[config.mk]
export PLATFORM = sky130hd
export DESIGN_NAME = rztb_ctrl
export DESIGN_NICKNAME = d
export VERILOG_FILES = /design/src/rtl/rztb_pkg.sv /design/src/rtl/rztb_ctrl.sv
export SDC_FILE = /design/constraint.sdc
export NUM_CORES = 1
export LEC_CHECK = 0
export ABC_AREA = 1
export BUFFER_PORTS_ARGS = -buffer_cell sky130_fd_sc_hd__buf_2
export CORE_AREA = 8 8 45 47
export CTS_CLUSTER_SIZE = 40
export DETAILED_ROUTE_END_ITERATION = 8
export DIE_AREA = 0 0 53 55
export PLACE_DENSITY = 0.58
export SKIP_CTS_REPAIR_TIMING = 1
export SLEW_MARGIN = 20
export SYNTH_ARGS = -nofsm -noshare
export SYNTH_HDL_FRONTEND = slang
export SYNTH_SLANG_ARGS = --single-unit
[constraint.sdc]
create_clock -name clk -period 1.5 [get_ports clk]
set_clock_uncertainty 0.2 [all_clocks]
set_input_delay 0.3 -clock clk [delete_from_list [all_inputs] [get_ports clk]]
set_output_delay 0.3 -clock clk [all_outputs]
set_load 0.05 [all_outputs]
[src/rtl/rztb_pkg.sv]
// Shared types and constants for the reverb zone top-two blend unit.
// No dependencies; imported by every module of the block.
`timescale 1ns / 1ps
`default_nettype none
package rztb_pkg;

  localparam int MAX_ZONES = 64;
  localparam int ZCW       = $clog2(MAX_ZONES + 1);
  localparam int NPARAM    = 7;
  localparam int NLANE     = NPARAM + 1;
  localparam int LANE_W    = $clog2(NLANE);
  localparam int DIV_W     = 25;
  localparam int QUO_W     = 16;
  localparam int QCNT_W    = $clog2(QUO_W);
  localparam logic [16:0] ONE_Q16  = 17'h10000;
  localparam logic [6:0]  NO_SLOT  = 7'h7F;

  typedef enum logic [3:0] {
    ST_IDLE, ST_EVAL, ST_WDIV, ST_UPDATE, ST_DECIDE,
    ST_TDIV, ST_MIX, ST_SCALE, ST_FINISH
  } state_t;

  typedef struct packed {
    logic capture;
    logic eval;
    logic w_load_div;
    logic update;
    logic decide;
    logic t_load_div;
    logic mix;
    logic scale;
    logic load_out;
  } cmd_t;

  typedef struct packed {
    logic need_div;
    logic div_done;
    logic last;
    logic second_vld;
    logic mix_done;
    logic out_free;
  } sts_t;

endpackage
`default_nettype wire

[src/rtl/rztb_ctrl.sv]
// Sequencer for zone evaluation, tracking update and result blending.
// Depends on rztb_pkg for state, command and status types.
`timescale 1ns / 1ps
`default_nettype none
module rztb_ctrl import rztb_pkg::*; (
  input  wire logic clk,
  input  wire logic rst,
  input  wire logic in_valid,
  output logic      in_ready,
  input  wire sts_t sts,
  output cmd_t      cmd
);

  state_t state, state_next;

  always_ff @(posedge clk) begin
    if (rst) state <= ST_IDLE;
    else     state <= state_next;
  end

  // Next state
  always_comb begin
    state_next = state;
    unique case (state)
      ST_IDLE:   if (in_valid) state_next = ST_EVAL;
      ST_EVAL:   state_next = sts.need_div ? ST_WDIV : ST_UPDATE;
      ST_WDIV:   if (sts.div_done) state_next = ST_UPDATE;
      ST_UPDATE: state_next = sts.last ? ST_DECIDE : ST_IDLE;
      ST_DECIDE: state_next = sts.second_vld ? ST_TDIV : ST_MIX;
      ST_TDIV:   if (sts.div_done) state_next = ST_MIX;
      ST_MIX:    if (sts.mix_done) state_next = ST_SCALE;
      ST_SCALE:  state_next = ST_FINISH;
      ST_FINISH: if (sts.out_free) state_next = ST_IDLE;
      default:   state_next = ST_IDLE;
    endcase
  end

  // Outputs
  always_comb begin
    cmd      = '0;
    in_ready = 1'b0;
    unique case (state)
      ST_IDLE: begin
        in_ready    = 1'b1;
        cmd.capture = in_valid;
      end
      ST_EVAL:   cmd.eval = 1'b1;
      ST_WDIV:   cmd.w_load_div = sts.div_done;
      ST_UPDATE: cmd.update = 1'b1;
      ST_DECIDE: cmd.decide = 1'b1;
      ST_TDIV:   cmd.t_load_div = sts.div_done;
      ST_MIX:    cmd.mix = 1'b1;
      ST_SCALE:  cmd.scale = 1'b1;
      ST_FINISH: cmd.load_out = sts.out_free;
      default:   cmd = '0;
    endcase
  end

endmodule
`default_nettype wire

==> flow_metrics.py <==
metrics = {
    "placed_design": {
        "io_buffers": 18,
        "placedCellCount": 114,
        "dpl_cell_area_sq_um": 683.2,
        "hpwlAfterDp_microns": 1011,
        "place.gp.congestion": 0.7863,
    },
    "die": {
        "dieArea_sq_um": 2915,
        "start_util": 0.2658,
        "die_y_microns": 55,
        "core_region_area_sq_um": 1384,
        "rows": 14,
        "die_w_microns": 53,
        "io_pins": 19,
    },
    "synth": {
        "syn_nets": 76,
        "yosysTopAreaCellShare": 0.2177,
        "synth_area_leaders": "dfxtp_1 22%, inv_1 14%, nand2_1 13%, nor2_1 11%, nor2_2 8.5%",
        "syn_inst": 67,
        "ys_warn_count": 0,
        "syn_avg_cell_area_sq_um": 5.490,
        "ys_seq_area_frac": 0.2177,
        "ys_ff_latch": 4,
        "synthDistinctLibCells": 13,
        "synth.largest_area_cell": "dfxtp_1",
        "netlist_area_sq_um": 367.9,
    },
    "power_and_ir_drop": {
        "p_total_w": 0.001593,
        "power.density_nw_per_um2": 1785,
        "peakVddDrop_mv": 0.8760,
        "power_leakage_nw": 0.4403,
    },
    "sta": {
        "slew_headroom": 0.8402,
        "finalSetupViolations": 12,
        "rsz0062_at_grt": "yes",
        "setup_ws_ns": -0.2501,
        "period_share": 1.167,
        "finalMaxSlewViolations": 0,
        "fin_crit_ns": 1.750,
        "max_freq_ghz": 0.5714,
        "finalSetupTns_ns": -1.971,
        "tightest_slew_ns": 0.2391,
        "finalHoldViolCount": 0,
    },
    "finish": {
        "antenna_cells": 0,
        "fin_cells": 122,
        "nNetsFinal": 116,
        "fin_area_sq_um": 892.1,
        "synthToLayoutAreaGrowth_pct": 142.5,
        "finish.utilization": 0.6447,
        "fill_cells": 126,
        "reg.largest.list": "state x4",
        "drive_gt1_frac": 0.6415,
        "largest_reg_flops": 4,
        "top_register": "state",
    },
    "routing": {
        "drtAntennaViolNets": 0,
        "remaining_drc_errors": 0,
        "wl_per_cell_microns": 11.26,
        "drt-initial-drc-count": 8,
        "viasPerCell": 4.320,
        "finalWirelength_microns": 1374,
        "firstDrtPassIters": 2,
        "vias": 527,
    },
    "clock_network": {
        "clk_pin_slew_ns": 0.04,
        "insertion_delay_ns": 0.24,
        "cts_tree": "yes",
        "cts_made_buffers": 3,
        "cts_num_sinks": 4,
        "h-tree-depth": 1,
        "cts_buffer_depth": 2,
        "cts_root_buf": "clkbuf_4",
    },
    "global_route": {
        "overflow": 0,
        "grt.total_usage": 0.08807,
        "grt_pass1_vias": 475,
        "antenna_found_initial": 0,
        "grt_pass1_wl_microns": 1876,
        "grt_max_degree": 6,
    },
    "critical_path": {
        "required_ns": 1.00,
        "cp-endpoint": "cmd[0]",
        "critical_path_class": "reg2out",
        "critPathMaxFanout": 5,
        "crit_start": "state[1]",
        "r2r_cells": 10,
        "ff2ff_setup_slack_ns": -0.05,
        "worstReg2RegEnd": "state[0]",
        "worstSetupEndpointType": "output port",
        "worstSetupStartpointType": "flop",
        "reg2reg_from": "state[0]",
        "arrival_ns": 1.25,
    },
    "status": {
        "status": "finished, violations left",
        "violations": "negative setup slack",
    },
    "min_path": {
        "hold_class": "in2reg",
    },
    "job": {
        "drv_cap": 0,
    },
}
placed cells by master, fill, tap and decap left out, types with 3 or more instances in the layout:
cell type  count
buf_2          8
buf_4         11
buf_6         10
buf_8          4
clkbuf_4       4
dfxtp_4        3
inv_1         10
inv_2          6
nand2_1       12
nand3_1        5
nand3_4        3
nor2_1         7
nor2_4        10
metal layers:
layer  GRT usage  vias up  routed length, microns  part of all wire
li1            -      282                       -                 -
met1     0.09299      231                     564              0.41
met2      0.1465       12                     718              0.52
met3     0.01872        2                      80             0.058
met4     0.07759        0                      10            0.0073
met5           0        -                       0                 0
cells by family after synthesis:
family / after synthesis / share of synthesized area
compound gates: 3 / 0.04080
flops: 4 / 0.2177
simple gates: 42 / 0.5578
buf+inv: 18 / 0.1837
synthesized netlist by cell type:
library cell	instances
inv_1	14
nand2_1	13
nor2_1	11
nand3_1	6
nor2_2	5
dfxtp_1	4
inv_2	4
a21oi_1	2
nand3_2	2
nor3_1	2
nor4_1	2
nor2_4	1
o21ai_1	1
power by group:
part / internal [W] / switching [W] / total [W] / leakage, nW
Combinational: 0.000575 / 0.000664 / 0.00124 / 0.390
Clock: 0.0000998 / 0.0000441 / 0.000144 / 0.0150
Sequential: 0.000151 / 0.0000590 / 0.000210 / 0.0353
Total: 0.000826 / 0.000767 / 0.00159 / 0.440
worst max-delay path: stages (launching register included):
cell	delay (ns)
dfxtp_4	0.36
nor2_4	0.14
inv_4	0.06
nor4_4	0.25
buf_6	0.19
worst min path at each step:
| stage | start | endpoint | slack [ns] | cells after the start |
|---|---|---|---|---|
| global placement | rst | state[3] | 0.28 | 2 |
| global route | rst | state[2] | 0.06 | 2 |
| finish | rst | state[2] | 0.06 | 2 |
| detailed placement | rst | state[2] | 0.30 | 2 |
| floorplan | rst | state[2] | 0.16 | 1 |
| CTS | rst | state[2] | 0.05 | 2 |
through the flow:
stage	worst slack, ns	hold WS [ns]
floorplan	-0.2208	0.1617
global route	-0.3063	0.05575
global placement	-0.05984	0.2830
finish	-0.2501	0.05695
detailed placement	-0.07464	0.2979
CTS	-0.3475	0.04678
cell type report:
class,count,area (sq um),share of cell area
Clock buffer,4,26.28,0.02945
Inverter,18,72.57,0.08135
Multi-Input combinational cell,45,357.8,0.4011
Sequential cell,4,92.59,0.1038
Tap cell,16,20.02,0.02244
Timing Repair Buffer,35,322.8,0.3619
No activity file was read; power rests on OpenSTA's default activity.
